===== config.mk =====
export PLATFORM = sky130hd
export DESIGN_NAME = http_body_framing_decoder_unit
export DESIGN_NICKNAME = d
export VERILOG_FILES = /design/src/hbfd_pkg.sv /design/src/http_body_framing_decoder_unit.sv
export SDC_FILE = /design/constraint.sdc
export NUM_CORES = 1
export LEC_CHECK = 0
export ABC_CLOCK_PERIOD_IN_PS = 4700
export BUFFER_PORTS_ARGS = -buffer_cell sky130_fd_sc_hd__buf_2
export CORE_MARGIN = 2
export CORE_UTILIZATION = 45
export CTS_CLUSTER_DIAMETER = 30
export DETAILED_ROUTE_END_ITERATION = 12
export PLACE_DENSITY = 0.66
export REMOVE_ABC_BUFFERS = 1
export SLEW_MARGIN = 20
export SYNTH_ARGS = -nofsm -noshare
export SYNTH_HDL_FRONTEND = slang
export SYNTH_SLANG_ARGS = --single-unit

===== constraint.sdc =====
create_clock -name aclk -period 4.7 [get_ports aclk]
set_input_delay 1.175 -clock aclk [delete_from_list [all_inputs] [get_ports aclk]]
set_output_delay 1.175 -clock aclk [all_outputs]
set_load 0.02 [all_outputs]

===== src/hbfd_pkg.sv =====
// Shared constants and helpers for the HTTP body framing decoder.
package hbfd_pkg;

    localparam int unsigned COUNT_BITS = 32;
    localparam int unsigned ACC_BITS   = 33;
    localparam int unsigned BYTE_BITS  = 8;
    localparam int unsigned WORD_BITS  = 32;
    localparam int unsigned ADDR_BITS  = 4;
    localparam int unsigned OUT_BITS   = 48;

    localparam logic [WORD_BITS-1:0] BODY_LIMIT_RST = 32'd1048576;

    localparam logic [1:0] REG_BODY_MODE = 2'd0;
    localparam logic [1:0] REG_DECL_LEN  = 2'd1;
    localparam logic [1:0] REG_LIMIT     = 2'd2;

    localparam logic [1:0] MODE_NONE    = 2'd0;
    localparam logic [1:0] MODE_LENGTH  = 2'd1;
    localparam logic [1:0] MODE_CHUNKED = 2'd2;

    localparam logic [1:0] KIND_FRAMING = 2'd0;
    localparam logic [1:0] KIND_BODY    = 2'd1;
    localparam logic [1:0] KIND_LEFT    = 2'd2;
    localparam logic [1:0] KIND_REJECT  = 2'd3;

    localparam logic [1:0] ERR_NONE      = 2'd0;
    localparam logic [1:0] ERR_BAD_REQ   = 2'd1;
    localparam logic [1:0] ERR_TOO_LARGE = 2'd2;

    localparam logic [BYTE_BITS-1:0] CH_CR    = 8'h0D;
    localparam logic [BYTE_BITS-1:0] CH_LF    = 8'h0A;
    localparam logic [BYTE_BITS-1:0] CH_COLON = 8'h3A;
    localparam logic [BYTE_BITS-1:0] CH_SPACE = 8'h20;
    localparam logic [BYTE_BITS-1:0] CH_TAB   = 8'h09;

    // bit 4: valid hex digit, bits 3:0: digit value
    function automatic logic [4:0] hex_decode(input logic [BYTE_BITS-1:0] c);
        logic [4:0] r;
        r = 5'd0;
        if (c >= 8'h30 && c <= 8'h39) begin
            r = {1'b1, 4'(c - 8'h30)};
        end else if (c >= 8'h61 && c <= 8'h66) begin
            r = {1'b1, 4'(c - 8'h57)};
        end else if (c >= 8'h41 && c <= 8'h46) begin
            r = {1'b1, 4'(c - 8'h37)};
        end
        return r;
    endfunction

endpackage


===== src/http_body_framing_decoder_unit.sv =====
// HTTP message body framing decoder: content-length and chunked transfer coding.
//
//  channel  | direction | tdata                                        | tuser
//  s_       | in        | [7:0] data_byte                              | -
//  m_       | out       | [7:0] body_byte [9:8] error_code [10] complete| [1:0] result_kind
//           |           | [42:11] body_count, rest zero                 |
//  apb      | in/out    | 0x0 body_mode, 0x4 declared_length, 0x8 body_limit
//
// One word per cycle unless m_tready stalls; each word is decoded in the cycle it is taken
// and its result sits in the output register on the next cycle.
// s_tready is high whenever the output register is empty or being emptied.
// A stall on m_tready holds the result and blocks s_ only until it is taken.
// Reset clears all state to no-body mode with body_limit at 1 MiB.
module http_body_framing_decoder_unit (
    input  logic                           aclk,
    input  logic                           aresetn,
    input  logic                           s_tvalid,
    output logic                           s_tready,
    input  logic [7:0]                     s_tdata,   // [7:0] data_byte
    output logic                           m_tvalid,
    input  logic                           m_tready,
    output logic [hbfd_pkg::OUT_BITS-1:0]  m_tdata,   // body_byte, error_code, complete, body_count
    output logic [1:0]                     m_tuser,   // [1:0] result_kind
    input  logic                           psel,
    input  logic                           penable,
    input  logic                           pwrite,
    input  logic [hbfd_pkg::ADDR_BITS-1:0] paddr,
    input  logic [hbfd_pkg::WORD_BITS-1:0] pwdata,
    output logic [hbfd_pkg::WORD_BITS-1:0] prdata,
    output logic                           pready
);
    import hbfd_pkg::*;

    typedef enum logic [2:0] {
        PH_DONE, PH_LEN, PH_SIZE, PH_DATA, PH_DCR, PH_DLF, PH_TRAIL
    } phase_t;

    localparam logic [COUNT_BITS-1:0] COUNT_MAX = '1;
    localparam logic [ACC_BITS-1:0]   ACC_SAT   = {1'b1, {(ACC_BITS-1){1'b0}}};

    logic [1:0]            mode_reg;
    logic [WORD_BITS-1:0]  len_reg;
    logic [WORD_BITS-1:0]  limit_reg;

    phase_t                phase_reg, phase_next;
    logic                  pcr_reg, pcr_next;
    logic [ACC_BITS-1:0]   acc_reg, acc_next;
    logic                  has_reg, has_next;
    logic                  bad_reg, bad_next;
    logic                  ovf_reg, ovf_next;
    logic [WORD_BITS-1:0]  rem_reg, rem_next;
    logic [COUNT_BITS-1:0] cnt_reg, cnt_next;
    logic                  tcol_reg, tcol_next;
    logic                  tblk_reg, tblk_next;
    logic                  tbad_reg, tbad_next;
    logic [1:0]            err_reg, err_next;
    logic [1:0]            kind_next;

    logic                  out_valid_reg;
    logic [1:0]            out_kind_reg;
    logic [BYTE_BITS-1:0]  out_byte_reg;
    logic [1:0]            out_err_reg;
    logic                  out_done_reg;
    logic [COUNT_BITS-1:0] out_cnt_reg;

    logic                  in_acc;
    logic                  cfg_wr;
    logic                  cfg_arm;
    logic [1:0]            arm_mode;
    logic [WORD_BITS-1:0]  arm_len;
    logic                  body_phase;

    assign pready   = 1'b1;
    assign s_tready = !out_valid_reg || m_tready;
    assign in_acc   = s_tvalid && s_tready;
    assign cfg_wr   = psel && penable && pwrite && pready;
    assign cfg_arm  = cfg_wr && (paddr[3:2] == REG_BODY_MODE || paddr[3:2] == REG_DECL_LEN);
    assign arm_mode = (paddr[3:2] == REG_BODY_MODE) ? pwdata[1:0] : mode_reg;
    assign arm_len  = (paddr[3:2] == REG_DECL_LEN)  ? pwdata : len_reg;
    assign body_phase = (phase_reg == PH_LEN) || (phase_reg == PH_DATA);

    always_comb begin
        case (paddr[3:2])
            REG_BODY_MODE: prdata = {{(WORD_BITS-2){1'b0}}, mode_reg};
            REG_DECL_LEN:  prdata = len_reg;
            REG_LIMIT:     prdata = limit_reg;
            default:       prdata = '0;
        endcase
    end

    always_comb begin
        logic [BYTE_BITS-1:0]  c;
        logic [4:0]            hx;
        logic                  line_clr;
        logic                  eat_char;
        logic [ACC_BITS+1-1:0] total;

        c         = s_tdata;
        hx        = hex_decode(c);
        line_clr  = 1'b0;
        eat_char  = 1'b0;
        total     = {1'b0, acc_reg} + {{(ACC_BITS+1-COUNT_BITS){1'b0}}, cnt_reg};

        phase_next = phase_reg;
        pcr_next   = pcr_reg;
        acc_next   = acc_reg;
        has_next   = has_reg;
        bad_next   = bad_reg;
        ovf_next   = ovf_reg;
        rem_next   = rem_reg;
        cnt_next   = cnt_reg;
        tcol_next  = tcol_reg;
        tblk_next  = tblk_reg;
        tbad_next  = tbad_reg;
        err_next   = err_reg;
        kind_next  = KIND_FRAMING;

        if (err_reg != ERR_NONE) begin
            kind_next = KIND_REJECT;
        end else begin
            case (phase_reg)
                PH_LEN, PH_DATA: begin
                    kind_next = KIND_BODY;
                    if (cnt_reg != COUNT_MAX) begin
                        cnt_next = cnt_reg + COUNT_BITS'(1);
                    end
                    rem_next = rem_reg - WORD_BITS'(1);
                    if (rem_reg == 32'd1) begin
                        phase_next = (phase_reg == PH_LEN) ? PH_DONE : PH_DCR;
                    end
                end
                PH_DCR: begin
                    if (c != CH_CR) begin
                        err_next  = ERR_BAD_REQ;
                        kind_next = KIND_REJECT;
                    end else begin
                        phase_next = PH_DLF;
                    end
                end
                PH_DLF: begin
                    if (c != CH_LF) begin
                        err_next  = ERR_BAD_REQ;
                        kind_next = KIND_REJECT;
                    end else begin
                        phase_next = PH_SIZE;
                        line_clr   = 1'b1;
                    end
                end
                PH_SIZE, PH_TRAIL: begin
                    if (pcr_reg && c == CH_LF) begin
                        pcr_next = 1'b0;
                        if (!has_reg) begin
                            line_clr = 1'b1;
                            if (phase_reg == PH_TRAIL) begin
                                phase_next = PH_DONE;
                            end
                        end else if (phase_reg == PH_SIZE) begin
                            if (bad_reg) begin
                                err_next  = ERR_BAD_REQ;
                                kind_next = KIND_REJECT;
                            end else if (acc_reg > {1'b0, limit_reg} ||
                                         total > {2'b00, limit_reg}) begin
                                err_next  = ERR_TOO_LARGE;
                                kind_next = KIND_REJECT;
                            end else begin
                                line_clr = 1'b1;
                                if (acc_reg == '0) begin
                                    phase_next = PH_TRAIL;
                                end else begin
                                    rem_next   = acc_reg[WORD_BITS-1:0];
                                    phase_next = PH_DATA;
                                end
                            end
                        end else begin
                            if (!tcol_reg || tbad_reg) begin
                                err_next  = ERR_BAD_REQ;
                                kind_next = KIND_REJECT;
                            end else begin
                                line_clr = 1'b1;
                            end
                        end
                    end else begin
                        // a lone CR counts as an ordinary line character
                        if (pcr_reg) begin
                            has_next = 1'b1;
                            if (phase_reg == PH_SIZE) begin
                                bad_next = 1'b1;
                            end else begin
                                tblk_next = 1'b0;
                            end
                        end
                        pcr_next = (c == CH_CR);
                        eat_char = (c != CH_CR);
                    end
                end
                default: begin
                    kind_next = KIND_LEFT;
                end
            endcase
        end

        if (eat_char) begin
            has_next = 1'b1;
            if (phase_reg == PH_SIZE) begin
                if (!hx[4]) begin
                    bad_next = 1'b1;
                end else if (!ovf_reg) begin
                    if (acc_reg[ACC_BITS-1:ACC_BITS-5] != '0) begin
                        acc_next = ACC_SAT;
                        ovf_next = 1'b1;
                    end else begin
                        acc_next = {acc_reg[ACC_BITS-5:0], hx[3:0]};
                    end
                end
            end else begin
                if (c == CH_COLON && !tcol_reg) begin
                    tcol_next = 1'b1;
                    if (pcr_reg ? 1'b0 : tblk_reg) begin
                        tbad_next = 1'b1;
                    end
                end
                tblk_next = (c == CH_SPACE || c == CH_TAB);
            end
        end

        if (line_clr) begin
            pcr_next  = 1'b0;
            acc_next  = '0;
            has_next  = 1'b0;
            bad_next  = 1'b0;
            ovf_next  = 1'b0;
            tcol_next = 1'b0;
            tblk_next = 1'b0;
            tbad_next = 1'b0;
        end
    end

    always_ff @(posedge aclk) begin
        if (!aresetn) begin
            mode_reg      <= MODE_NONE;
            len_reg       <= '0;
            limit_reg     <= BODY_LIMIT_RST;
            phase_reg     <= PH_DONE;
            pcr_reg       <= 1'b0;
            acc_reg       <= '0;
            has_reg       <= 1'b0;
            bad_reg       <= 1'b0;
            ovf_reg       <= 1'b0;
            rem_reg       <= '0;
            cnt_reg       <= '0;
            tcol_reg      <= 1'b0;
            tblk_reg      <= 1'b0;
            tbad_reg      <= 1'b0;
            err_reg       <= ERR_NONE;
            out_valid_reg <= 1'b0;
        end else begin
            if (cfg_wr) begin
                case (paddr[3:2])
                    REG_BODY_MODE: mode_reg  <= pwdata[1:0];
                    REG_DECL_LEN:  len_reg   <= pwdata;
                    REG_LIMIT:     limit_reg <= pwdata;
                    default:       ;
                endcase
            end
            if (cfg_arm) begin
                pcr_reg  <= 1'b0;
                acc_reg  <= '0;
                has_reg  <= 1'b0;
                bad_reg  <= 1'b0;
                ovf_reg  <= 1'b0;
                tcol_reg <= 1'b0;
                tblk_reg <= 1'b0;
                tbad_reg <= 1'b0;
                cnt_reg  <= '0;
                err_reg  <= ERR_NONE;
                rem_reg  <= '0;
                phase_reg <= PH_DONE;
                if (arm_mode == MODE_LENGTH) begin
                    rem_reg <= arm_len;
                    if (arm_len != '0) begin
                        phase_reg <= PH_LEN;
                    end
                end else if (arm_mode == MODE_CHUNKED) begin
                    phase_reg <= PH_SIZE;
                end
            end else if (in_acc) begin
                phase_reg <= phase_next;
                pcr_reg   <= pcr_next;
                acc_reg   <= acc_next;
                has_reg   <= has_next;
                bad_reg   <= bad_next;
                ovf_reg   <= ovf_next;
                rem_reg   <= rem_next;
                cnt_reg   <= cnt_next;
                tcol_reg  <= tcol_next;
                tblk_reg  <= tblk_next;
                tbad_reg  <= tbad_next;
                err_reg   <= err_next;
            end
            if (in_acc) begin
                out_valid_reg <= 1'b1;
                out_kind_reg  <= kind_next;
                out_byte_reg  <= s_tdata;
                out_err_reg   <= err_next;
                out_done_reg  <= (phase_next == PH_DONE) && (err_next == ERR_NONE);
                out_cnt_reg   <= cnt_next;
            end else if (m_tready) begin
                out_valid_reg <= 1'b0;
            end
        end
    end

    assign m_tvalid = out_valid_reg;
    assign m_tuser  = out_kind_reg;
    assign m_tdata  = {{(OUT_BITS-BYTE_BITS-3-WORD_BITS){1'b0}},
                       out_cnt_reg[WORD_BITS-1:0], out_done_reg, out_err_reg, out_byte_reg};

    a_err_sticky: assert property (@(posedge aclk) disable iff (!aresetn)
        (err_reg != ERR_NONE && !cfg_arm) |=> (err_reg == $past(err_reg)))
        else $error("latched error changed without re-arming");

    a_count_step: assert property (@(posedge aclk) disable iff (!aresetn)
        (in_acc && !cfg_arm && body_phase && err_reg == ERR_NONE && cnt_reg != COUNT_MAX)
        |=> (cnt_reg == $past(cnt_reg) + COUNT_BITS'(1)))
        else $error("body word did not advance the delivered count");

    a_reject_code: assert property (@(posedge aclk) disable iff (!aresetn)
        (m_tvalid && m_tuser == KIND_REJECT) |-> (m_tdata[9:8] != ERR_NONE))
        else $error("rejected word carries no error code");

    a_body_no_done: assert property (@(posedge aclk) disable iff (!aresetn)
        (in_acc && !cfg_arm && err_reg == ERR_NONE && phase_reg == PH_DATA)
        |=> (phase_reg == PH_DATA || phase_reg == PH_DCR))
        else $error("chunk data left for an unexpected phase");

endmodule


After elaboration in Yosys (flattened, before gate mapping). Cells that the tools add are included.

Register bits: 221. Input port bits: 51. Output and inout bits: 85. Logic and storage cells: 234.

Add/sub/neg operators: 6. Magnitude comparators: 8. Equality and inequality tests: 31. Mux-type cells: 120. Bitwise operators: 1. Reductions and logical operators: 47.

Operators by type and width (count): $mux 32 (14); $mux 33 (6); $pmux 32 s3 (1); $pmux 32 s2 (1); $mux 1 (57); $mux 3 (15); $mux 2 (19); $add 33x32->34 (1); $gt 34x32->1 (1); $gt 33x32->1 (1); $logic_not 33->1 (1); $add 32x1->32 const B (1); $eq 32x1->1 const B (1); $ne 32x32->1 const B (1); $reduce_bool 32->1 (1); $sub 32x1->32 const B (1); $eq 8x4->1 const B (3); $ne 3x3->1 const B (6); $reduce_bool 2->1 (9); $eq 8x6->1 const B (2); $ge 8x7->1 const B (2); $le 8x7->1 const B (2); $ne 8x4->1 const B (2); $mux 5 (3); other kinds (30) (62).

Logic depth before layout (Yosys ltp). Gate-level depths: netlist (run 1).

Depth after elaboration: 12. Depth in mapped cells: 20. Depth with buffers taken out: 19.

Least setup slack after synthesis (run 1). No wires, ideal clock.

Path type: reg2reg. Start point: reg acc_reg[0]. End point: reg acc_reg[10]. Library setup time: 0.121 ns. Data arrival time: 4.406 ns. Data required time: 4.579 ns. Path slack: 0.173 ns. Stages on the path, launching flop included: 20. Path buffers: 1. Clock period less this slack: 4.527 ns. Path through: dfxtp_1 -> ha_1 -> fa_1 -> a21o_1 -> and3_1 -> o211ai_1 -> nand2_1 -> a31oi_1 -> o21ai_0 -> xnor2_1 -> ha_1 -> nand4_1 -> or4_1 -> nor4_1 -> a221oi_1 -> o31ai_2 -> o2111ai_2 -> a31oi_4 -> buf_6 -> o21ai_2.

Word-level cells in the longest chain between the ends: 12. Elaborated cells between the ends (all ways): 17. Those cells by class: add/sub (1); order compare (2); eq/ne (1); mux (8); reduce/logical (5).

Ends and longest elaborated chain: from (decl) (RTL line http_body_framing_decoder_unit.sv:47) `logic [ACC_BITS-1:0] acc_reg, acc_next;`; from (signal assigned) (RTL line http_body_framing_decoder_unit.sv:289) `acc_reg <= acc_next;`; $add 33x32->34 (RTL line http_body_framing_decoder_unit.sv:102) `total = {1'b0, acc_reg} + {{(ACC_BITS+1-COUNT_BITS){1'b0}}, cnt_reg};`; $gt 34x32->1 (RTL line http_body_framing_decoder_unit.sv:162) `total > {2'b00, limit_reg}) begin`; $logic_or 1x1->1 * (RTL line http_body_framing_decoder_unit.sv:161) `end else if (acc_reg > {1'b0, limit_reg} ||`; $mux 1 * (RTL line http_body_framing_decoder_unit.sv:161); $mux 1 * (RTL line http_body_framing_decoder_unit.sv:158) `if (bad_reg) begin`; $mux 1 * (RTL line http_body_framing_decoder_unit.sv:157) `end else if (phase_reg == PH_SIZE) begin`; $mux 1 * (RTL line http_body_framing_decoder_unit.sv:152) `if (!has_reg) begin`; $mux 1 * (RTL line http_body_framing_decoder_unit.sv:150) `if (pcr_reg && c == CH_LF) begin`; $pmux 1 s2 * (RTL line http_body_framing_decoder_unit.sv:121) `case (phase_reg)`; $mux 1 * (RTL line http_body_framing_decoder_unit.sv:118) `if (err_reg != ERR_NONE) begin`; $ne 2x1->1 (no line) / $reduce_bool 2->1 (equally long branches); $reduce_and 5->1 (no line).

Mark *: on every way between the ends. The rest lies on a longest branch, timed or not. A chain may end at the register's enable or synchronous reset.

Worst setup path in the final report (run 1).
Start point: reg cnt_reg[0]. End point: reg tblk_reg.

Word-level cells in the longest chain between the ends: 11.

Ends and longest elaborated chain: from (decl) (RTL line http_body_framing_decoder_unit.sv:52) `logic [COUNT_BITS-1:0] cnt_reg, cnt_next;`; from (signal assigned) (RTL line http_body_framing_decoder_unit.sv:294) `cnt_reg <= cnt_next;`; $add 33x32->34 (RTL line http_body_framing_decoder_unit.sv:102); $gt 34x32->1 (RTL line http_body_framing_decoder_unit.sv:162); $logic_or 1x1->1 (RTL line http_body_framing_decoder_unit.sv:161); $mux 1 (RTL line http_body_framing_decoder_unit.sv:161); $mux 1 (RTL line http_body_framing_decoder_unit.sv:158); $mux 1 (RTL line http_body_framing_decoder_unit.sv:157); $mux 1 (RTL line http_body_framing_decoder_unit.sv:152); $mux 1 (RTL line http_body_framing_decoder_unit.sv:150); $pmux 1 s2 (RTL line http_body_framing_decoder_unit.sv:121); $mux 1 (RTL line http_body_framing_decoder_unit.sv:118); $mux 1 (RTL line http_body_framing_decoder_unit.sv:226) `if (line_clr) begin`; to (signal assigned) (RTL line http_body_framing_decoder_unit.sv:296) `tblk_reg <= tblk_next;`; to (decl) (RTL line http_body_framing_decoder_unit.sv:54) `logic tblk_reg, tblk_next;`.

No other way between the ends.

==> results of run 1 <==
-- cells by family after synthesis --
| kind of cell | count (synthesis) |
|---|---|
| AOI/OAI and AO/OA | 524 |
| muxes | 24 |
| DFF | 221 |
| adders and majority gates | 104 |
| buffers and inverters | 176 |
| and+or+nand+nor | 730 |
| other | 2 |
| xor gates and xnor gates | 90 |
-- per-layer routing --
metal  up-vias  GRT usage  routed length (um)
met4         0      0.130                2380
met1      7335      0.366               21700
met5         -          0                   0
met2       705      0.476               24300
li1       7335          -                   -
met3       163     0.0450                3680
-- worst paths after layout --
kind | startpoint | endpoint | slack, ns | depth (start not counted)
setup reg to reg | cnt_reg[0]$_SDFFE_PP0P_ | tblk_reg$_SDFFE_PP0P_ | -0.07 | 21
hold / removal | rem_reg[15]$_SDFFE_PN0P_ | rem_reg[15]$_SDFFE_PN0P_ | 0.47 | 2
setup / recovery | cnt_reg[0]$_SDFFE_PP0P_ | tblk_reg$_SDFFE_PP0P_ | -0.07 | 21
hold reg to reg | rem_reg[15]$_SDFFE_PN0P_ | rem_reg[15]$_SDFFE_PN0P_ | 0.47 | 2
-- final cells by class --
class	instances	area, um^2	share of cell area
clock buffers	62	1470	0.0750
multi-input cells	1478	9890	0.506
repair buffers	285	2010	0.103
inverters	60	225	0.0115
well taps	448	561	0.0287
clock inverters	47	513	0.0262
flip-flops and latches	221	4880	0.250
-- stage by stage --
step | utilization | cells | setup TNS (ns)
2_1_floorplan | - | 1759 | -44.86
3_3_place_gp | 0.508 | 2472 | -39.91
3_5_place_dp | 0.508 | 2472 | -41.57
4_1_cts | 0.576 | 2590 | -0.000955
5_1_grt | 0.587 | 2601 | -11.68
6_report | 0.587 | 2601 | -1.36
-- cell usage in the layout (no fill, tap or decap), drive strengths merged, types with 30 or more instances in the layout --
master,count
nand4,33
nor3,54
a21oi,184
clkbuf,65
xor2,37
inv,62
dfxtp,176
nor4,39
xnor2,53
nor2,139
a22o,32
edfxtp,45
nand2,310
buf,282
nand3,50
ha,103
a21o,30
o21ai,89
a32oi,33
-- worst max-delay path: cells and delay by family (launching register included) --
family                     cells  cell delay (ns)
AOI/OAI and AO/OA             12             2.51
xor gates and xnor gates       1             0.22
adders and majority gates      3             0.82
buffers and inverters          3             0.51
DFF                            1             0.33
and+or+nand+nor                2             0.25
-- power groups by stage --
stage / logic [mW] / clock network, mW / registers, mW
6_report: 0.851 / 3.92 / 2.05
4_1_cts: 0.815 / 3.95 / 2.04
5_1_grt: 0.927 / 4.05 / 2.05
2_1_floorplan: 0.515 / 0 / 2.09
3_5_place_dp: 0.802 / 0 / 2.08
3_3_place_gp: 0.800 / 0 / 2.07
-- what timing repair did --
action,4_1_cts,5_1_grt
setup buffers,8,8
setup endpoints to repair,78,78
gates cloned,2,3
pin swaps,13,33
gates resized for setup,37,51
==> results_dict.tcl, run 1 <==
set metrics [dict create \
    status "finished with violations" \
    violations "setup timing" \
    remaining_drc_errors 0 \
    synth.distinct_cells 96 \
    combPwrFrac 0.125 \
    postLayoutCellArea_um2 19600 \
    numCtsBuffers 58 \
    ys.flop_type "dfxtp_1" \
    synthTopCellsByArea "dfxtp_1 23%, edfxtp_1 9.0%, ha_1 8.5%" \
    grt_pass1_wl_mm 80.5 \
    maxCapViolCount 0 \
    endpoint_kind "flip-flop" \
    first_iter_violations 1271 \
    setup_ws_ns -0.0740 \
    rows 67 \
    die_y_um 187 \
    die-area_um2 35000 \
    yosys-top-cells-count "310 x nand2_1, 184 x a21oi_1, 176 x dfxtp_1, 137 x nor2_1, 103 x ha_1" \
    synthXorXnorAreaFrac 0.0522 \
    synth-compound-area-share 0.243 \
    critical_path_class "flip-flop to flip-flop" \
    p_switching_mw 1.92 \
    synth_mux_area_frac 0.0159 \
    wire_per_inst_um 20.0 \
    synth_fa_ha_area_frac 0.0867 \
    overflow 0 \
    ys_seq_area_frac 0.323 \
    synth_largest_area_cell "dfxtp_1" \
    clk_latency_ns 0.60 \
    final_max_slew_viol_count 0 \
    num-nets-final 2259 \
    cellPowerDensity_nw_per_um2 348 \
    intPower_mw 4.89 \
    fp.dieW_um 187 \
    dpl_cell_area_um2 16900 \
    cts_buffer_depth 3 \
    grt_pass1_vias 14900 \
    grt_max_degree 88 \
    pre_cts_slack_ns -0.622 \
    synth_cells 1871 \
    finalSetupViolCount 35 \
    dp_hpwl_mm 36.8 \
    clock_sinks 221 \
    final_hold_viol_count 0 \
    synth-simple-area-share 0.229 \
    start_util 0.453 \
    hold_slack_ns 0.471 \
    routed_via_density 5.97 \
    rsz0062_at_grt "true" \
    netlist.area_leader.share 0.233 \
    syn_area_um2 15100 \
    syn_area_per_cell_um2 8.07 \
    worst_pin_slew_ns 1.12 \
    period_share 1.02 \
    peakVddDrop_mv 0.317 \
    grt_usage 0.286 \
    report.power.total_mw 6.81 \
    wl_mm 52.1 \
    seqPwrFrac 0.300 \
    worst-path-max-fanout 3 \
    numPortBuffers 127 \
    synth.most_common_cell "nand2_1" \
    num_io_pins 136 \
    clk_pin_slew_ns 0.05 \
    max_slew_margin 0.249 \
    p_leak_nw 7.99 \
    skew_ns 0.0302 \
    antenna_found_initial 0 \
    drive_gt1_frac 0.245 \
    num_antenna_cells 0 \
    htree_levels 2 \
    p_clk_frac 0.575 \
    syn_to_final_growth_pct 29.5 \
    required_ns 5.17 \
    dr_total_vias 15500 \
    first_pass_iters 6 \
    swShare 0.282 \
    ys_async_sr_fraction 0 \
    cts_tree "yes" \
    synth_seq_cells 221 \
    critPathArrivalTime_ns 5.25 \
    synth_edf_count 45 \
    hold_buffers 0 \
    synth_top_family_by_area "compound AO/OA/AOI/OAI gates" \
    clock.fmax_mhz 209 \
    antenna_left 0 \
    final.fill_count 2961 \
    largest_reg_flops 33 \
    slowest_stage "o31ai_4" \
    cp-start-kind "flip-flop" \
    min_path_type "flip-flop to flip-flop" \
    post-route-min-period_ns 4.77 \
    ctsRootBufferMaster "clkbuf_16" \
    path_cells "ha_4, fa_2, a21o_1, and3_4, o211ai_1, buf_4, a21oi_2, o21a_1, o21a_1, o41ai_2, xnor2_1, ha_1, a21o_1, a21oi_2, nand2_2, o31ai_4, o2111ai_4, buf_6, buf_4, o21ba_4, a41o_1" \
    gp_congestion 1.02 \
    yosysWarnings 0 \
    coreArea_um2 33300 \
    max_stage_delay_ns 0.36 \
]
(Power assumes the default switching activity.)
==> run 2, diff against run 1 <==
--- a/config.mk
+++ b/config.mk
@@ -5,10 +5,12 @@
 export SDC_FILE = /design/constraint.sdc
 export NUM_CORES = 1
 export LEC_CHECK = 0
+export ABC_AREA = 1
 export ABC_CLOCK_PERIOD_IN_PS = 4700
 export BUFFER_PORTS_ARGS = -buffer_cell sky130_fd_sc_hd__buf_2
 export CORE_MARGIN = 2
 export CORE_UTILIZATION = 45
+export CTS_BUF_LIST = sky130_fd_sc_hd__clkbuf_2
 export CTS_CLUSTER_DIAMETER = 30
 export DETAILED_ROUTE_END_ITERATION = 12
 export PLACE_DENSITY = 0.66
==> run 2 against run 1 <==
Effect of this change:
- the flow now finishes without violations
- largest cell class unchanged
- maximum frequency is 4.5% higher
- utilization down 5.8 points
- clock skew grew 0.051 ns
- clock power fell by 59%
- critical endpoint is now acc_reg[0]$_SDFFE_PP0P_
- flip-flop and latch count stayed put
- worst hold slack got worse by 0.017 ns
- synthesized area down 2.8%
- highest routed layer unchanged
==> results_dict.tcl, run 2 <==
set metrics [dict create \
    worstRegToRegCells 29 \
    clock.fmax_mhz 219 \
    final_max_slew_viol_count 0 \
    grt_pass1_vias 13400 \
    max_stage_delay_ns 0.41 \
    grt_max_degree 70 \
    syn_area_per_cell_um2 7.02 \
    synth.most_common_cell "inv_1" \
    path_buf_inv 4 \
    drive_gt1_frac 0.170 \
    cellPowerDensity_nw_per_um2 282 \
    antenna_left 0 \
    overflow 0 \
    grt_pass1_wl_mm 69.3 \
    finalSetupTns_ns 0 \
    ys.flop_type "dfxtp_1" \
    first_pass_iters 6 \
    slowest_stage "dfxtp_1" \
    dp_hpwl_mm 32.8 \
    yosys-top-cells-count "317 x inv_1, 298 x nand2_1, 243 x nor2_1, 221 x a21oi_1, 178 x o21ai_0" \
    clk_pin_slew_ns 0.10 \
    status "finished clean" \
    start_util 0.454 \
    worst-path-stages 29 \
    first_iter_violations 1319 \
    antenna_found_initial 1 \
    dr_total_vias 14700 \
    critical_path.top_delay_family "simple AND/OR/NAND/NOR gates" \
    min_path_type "flip-flop to flip-flop" \
    clock_sinks 221 \
    pre_cts_slack_ns -0.0685 \
    largest_reg_flops 33 \
    r2r_setup_slack_ns 0.13 \
    hold_slack_ns 0.454 \
    syn_to_final_growth_pct 16.6 \
    synthTopCellsByArea "dfxtp_1 24%, edfxtp_1 9.2%, ha_1 8.8%" \
    synth_cells 2091 \
    cp-start-kind "flip-flop" \
    setup_ws_ns 0.132 \
    ctsRootBufferMaster "clkbuf_2" \
    p_leak_nw 8.40 \
    maxCapViolCount 0 \
    fp.dieW_um 185 \
    critical_path_class "flip-flop to flip-flop" \
    synth.distinct_cells 52 \
    cts_buffer_depth 3 \
    wl_mm 45.1 \
    rows 66 \
    required_ns 5.47 \
    finalSetupViolCount 0 \
    peakVddDrop_mv 0.195 \
    reg2reg_from "acc_reg[9]$_SDFFE_PP0P_" \
    synth_edf_count 45 \
    worst_pin_slew_ns 0.825 \
    ys_async_sr_fraction 0 \
    remaining_drc_errors 0 \
    die_y_um 185 \
    numCtsBuffers 71 \
    htree_levels 3 \
    num-nets-final 2439 \
    final_cell_mix "315 x inv_1, 293 x nand2_1, 239 x nor2_1" \
    numPortBuffers 127 \
    synth_seq_cells 221 \
    layout_commonest_cell "inv_1" \
    synth_largest_area_cell "dfxtp_1" \
    cts_tree "yes" \
    max_slew_margin 0.449 \
    coreArea_um2 32300 \
    syn_area_um2 14700 \
    ys_seq_area_frac 0.332 \
    num_io_pins 136 \
    wire_per_inst_um 16.2 \
    endpoint_kind "flip-flop" \
    grt_usage 0.258 \
    cp-endpoint "acc_reg[0]$_SDFFE_PP0P_" \
    hold_buffers 0 \
    critPathArrivalTime_ns 5.34 \
    clk_latency_ns 0.95 \
    worst-path-max-fanout 8 \
    die-area_um2 34100 \
    skew_ns 0.0812 \
    period_share 0.972 \
    r2r-end "acc_reg[0]$_SDFFE_PP0P_" \
    post-route-min-period_ns 4.57 \
    cp_common_cell "nand2_1" \
    netlist.area_leader.share 0.240 \
    yosysWarnings 0 \
    crit_path_start "acc_reg[9]$_SDFFE_PP0P_" \
    gp_congestion 0.959 \
    routed_via_density 5.29 \
    final_hold_viol_count 0 \
]
run 2: cell count changes in the layout (fill, tap and decap cells not counted), sizes merged, moves of 24 or more:
cell and delta:
nor2 +113, a21o -25, clkbuf +33, xnor2 -33
a22o -31, inv +262, buf -90, o21ai +108
nand3 +26, a21oi +38, mux2i -24, xor2 +30
a32oi -33
run 2: metal layers:
| layer | track usage | up-vias | routed length (um) | share of wire |
|---|---|---|---|---|
| li1 | - | 7370 | - | - |
| met1 | 0.336 | 6719 | 19600 | 0.44 |
| met2 | 0.417 | 519 | 20600 | 0.46 |
| met3 | 0.0494 | 99 | 3190 | 0.071 |
| met4 | 0.108 | 0 | 1610 | 0.036 |
| met5 | 0 | - | 0 | 0 |
run 2: worst min path at each step:
stage                                startpoint                         to  slack (ns)  depth (start not counted)
after floorplan           tbad_reg$_SDFFE_PP0P_      tbad_reg$_SDFFE_PP0P_        0.43                          2
after global placement    tbad_reg$_SDFFE_PP0P_      tbad_reg$_SDFFE_PP0P_        0.44                          2
after detailed placement  tbad_reg$_SDFFE_PP0P_      tbad_reg$_SDFFE_PP0P_        0.44                          2
after CTS                            s_tdata[7]  out_byte_reg[7]$_DFFE_PP_        0.40                          1
after global routing                 s_tdata[7]  out_byte_reg[7]$_DFFE_PP_        0.45                          1
final                     tbad_reg$_SDFFE_PP0P_      tbad_reg$_SDFFE_PP0P_        0.45                          2
run 2: cell families after synthesis:
logic type / share of synthesized area
compound gates: 0.194
flops: 0.332
simple gates: 0.223
buf+inv: 0.109
other cells: 0.000512
xor+xnor: 0.0519
fa+ha+maj: 0.0892
run 2: through the flow:
step / util / cells / power (mW) / cell area (um^2)
after floorplan: - / 2011 / 2.91 / 14300
after global placement: 0.494 / 2629 / 3.22 / 16000
after detailed placement: 0.494 / 2629 / 3.23 / 16000
after CTS: 0.515 / 2756 / 4.85 / 16600
after global routing: 0.530 / 2781 / 5.12 / 17100
final: 0.530 / 2781 / 4.82 / 17100
run 2: repair_timing:
action | CTS | global route
endpoints found under the setup margin | 18 | 66
resized for setup | 2 | 45
cloned | 0 | 9
pin swaps | 1 | 16
setup buffers | 0 | 15
hold endpoints to repair | 0 | 0
run 2: report_power, final:
part           leakage, nW  total [mW]  internal, mW  switching, mW
combinational         6.03        1.10         0.375          0.724
clock                0.503        1.60         0.671          0.927
sequential            1.87        2.12          2.04         0.0810
total                 8.40        4.82          3.09           1.73
run 2: area by class of cell:
class | count | area [um^2]
Sequential cell | 221 | 4890
Fill cell | 3206 | 15200
Clock inverter | 33 | 200
Antenna cell | 1 | 2.50
Tap cell | 442 | 553
Multi-Input combinational cell | 1470 | 8450
Timing Repair Buffer | 196 | 1330
Inverter | 324 | 1220
Clock buffer | 94 | 470
run 2: worst register-to-register path, delay by kind of cell, from the launching register on:
family	cells	cell delay, ns
DFF	1	0.41
xor gates and xnor gates	1	0.21
and+or+nand+nor	15	1.54
adders and majority gates	2	0.61
AOI/OAI and AO/OA	7	1.25
buffers and inverters	4	0.36
==> run 3, diff against run 2 <==
--- a/config.mk
+++ b/config.mk
@@ -8,7 +8,7 @@
 export ABC_AREA = 1
 export ABC_CLOCK_PERIOD_IN_PS = 4700
 export BUFFER_PORTS_ARGS = -buffer_cell sky130_fd_sc_hd__buf_2
-export CORE_MARGIN = 2
+export CORE_MARGIN = 5
 export CORE_UTILIZATION = 45
 export CTS_BUF_LIST = sky130_fd_sc_hd__clkbuf_2
 export CTS_CLUSTER_DIAMETER = 30
==> run 3 against run 2 <==
Effect of this change:
- setup slack got worse by 0.0043 ns
- final area rose by 0.15%
- utilization fell by 0.054 points
- flip-flop and latch count did not move
- count of clock-buffer cells in the layout rose by 7
- worst hold slack improved by 0.0026 ns
- clock power fell by 4%
==> results_dict.tcl, run 3 (synthesized netlist as in run 2, its figures left out) <==
set metrics [dict create \
    grt_usage 0.240 \
    finalSetupViolCount 0 \
    worstHoldPathCells 2 \
    utilization 0.529 \
    grt_max_degree 70 \
    min_path_type "flip-flop to flip-flop" \
    status "finished clean" \
    worst_pin_slew_ns 0.986 \
    numCtsBuffers 70 \
    first_pass_iters 5 \
    post-route-min-period_ns 4.57 \
    hold_buffers 0 \
    dp_hpwl_mm 33.3 \
    skew_ns 0.0661 \
    worstRegToRegCells 32 \
    cp-start-kind "flip-flop" \
    period_share 0.973 \
    final_cell_mix "313 x inv_1, 289 x nand2_1, 239 x nor2_1" \
    remaining_drc_errors 0 \
    clk_latency_ns 0.92 \
    num-nets-final 2431 \
    gp_congestion 0.962 \
    syn_to_final_growth_pct 16.8 \
    htree_levels 3 \
    critical_path_class "flip-flop to flip-flop" \
    max_stage_delay_ns 0.40 \
    wire_per_inst_um 16.7 \
    layout_commonest_cell "inv_1" \
    hold_slack_ns 0.457 \
    coreArea_um2 32400 \
    routed_via_density 5.34 \
    rows 66 \
    peakVddDrop_mv 0.142 \
    r2r_setup_slack_ns 0.13 \
    final_max_slew_viol_count 0 \
    largest_reg_flops 33 \
    overflow 0 \
    slowest_stage "fa_2" \
    cellPowerDensity_nw_per_um2 280 \
    fp.dieW_um 191 \
    postLayoutCellArea_um2 17100 \
    antenna_found_initial 1 \
    ctsRootBufferMaster "clkbuf_2" \
    cts_tree "yes" \
    drive_gt1_frac 0.174 \
    antenna_left 0 \
    dr_total_vias 14800 \
    final_hold_viol_count 0 \
    die_y_um 191 \
    clk_pin_slew_ns 0.09 \
    reg2reg_from "cnt_reg[0]$_SDFFE_PP0P_" \
    max_slew_margin 0.339 \
    cts_buffer_depth 3 \
    clock_sinks 221 \
    worst-path-max-fanout 6 \
    start_util 0.453 \
    endpoint_kind "flip-flop" \
    grt_pass1_vias 13600 \
    cp-endpoint "acc_reg[11]$_SDFFE_PP0P_" \
    grt_pass1_wl_mm 70.4 \
    rsz0062_at_grt "true" \
    wl_mm 46.3 \
    required_ns 5.50 \
    dpl_cell_area_um2 15900 \
    p_leak_nw 8.35 \
    crit_path_start "cnt_reg[0]$_SDFFE_PP0P_" \
    first_iter_violations 1229 \
    maxCapViolCount 0 \
    die-area_um2 36300 \
    cp_common_cell "nand2_2" \
    critPathArrivalTime_ns 5.37 \
    numPortBuffers 127 \
    clock.fmax_mhz 219 \
    num_io_pins 136 \
    r2r-end "acc_reg[11]$_SDFFE_PP0P_" \
]
[run 3: cell count changes in the layout (fill, tap and decap cells not counted), sizes merged]
cell / previous run / this run
buf: 192 / 183
clkbuf: 98 / 106
clkinvlp: 2 / 0
inv: 324 / 322
bufinv: 2 / 1
clkinv: 29 / 28
nand2: 324 / 325
[run 3: repair_timing]
item,in CTS,in global routing
buffers inserted,0,9
gates cloned,0,11
gates resized for setup,1,71
pin swaps,0,28
endpoints found under the setup margin,6,74
[run 3: power breakdown]
part / switching [mW] / total (mW) / internal [mW]
Sequential: 0.0822 / 2.12 / 2.04
Combinational: 0.740 / 1.12 / 0.384
Clock: 0.905 / 1.54 / 0.639
[run 3: worst min path at each step]
stage,start,end,slack [ns]
finish,tbad_reg$_SDFFE_PP0P_,tbad_reg$_SDFFE_PP0P_,0.46
global placement,tbad_reg$_SDFFE_PP0P_,tbad_reg$_SDFFE_PP0P_,0.44
floorplan,tbad_reg$_SDFFE_PP0P_,tbad_reg$_SDFFE_PP0P_,0.43
detailed placement,tbad_reg$_SDFFE_PP0P_,tbad_reg$_SDFFE_PP0P_,0.44
global route,s_tdata[7],out_byte_reg[7]$_DFFE_PP_,0.43
CTS,s_tdata[6],out_byte_reg[6]$_DFFE_PP_,0.42
[run 3: stage by stage]
stage | setup TNS, ns | cells | setup slack (ns) | total power [mW]
after global placement | 0 | 2626 | 0.0765 | 3.21
after CTS | 0 | 2754 | 0.0442 | 4.79
after detailed placement | 0 | 2626 | 0.0153 | 3.23
after floorplan | -19.33 | 2011 | -0.413 | 2.91
final | 0 | 2775 | 0.128 | 4.79
after global routing | -3.99 | 2775 | -0.145 | 5.10
[run 3: area by class of cell]
cell class / count / area [um^2]
Sequential cell: 221 / 4890
Clock buffer: 101 / 505
Timing Repair Buffer: 188 / 1270
Multi-Input combinational cell: 1471 / 8560
Inverter: 324 / 1220
Clock inverter: 27 / 138
Antenna cell: 1 / 2.50
Tap cell: 442 / 553
Fill cell: 3317 / 15200
[run 3: worst max-delay path: cells and delay by family, from the launching register on]
kind	cells	cell delay (ns)
compound gates	4	0.72
xor+xnor	1	0.16
fa+ha+maj	3	0.85
buf+inv	3	0.22
flops	1	0.37
simple gates	21	2.13
[run 3: metal layers]
| metal | routed length (um) | GRT usage | vias up |
|---|---|---|---|
| li1 | - | - | 7385 |
| met5 | 0 | 0 | - |
| met2 | 21400 | 0.398 | 532 |
| met1 | 20300 | 0.314 | 6828 |
| met4 | 1160 | 0.0834 | 0 |
| met3 | 3400 | 0.0449 | 83 |
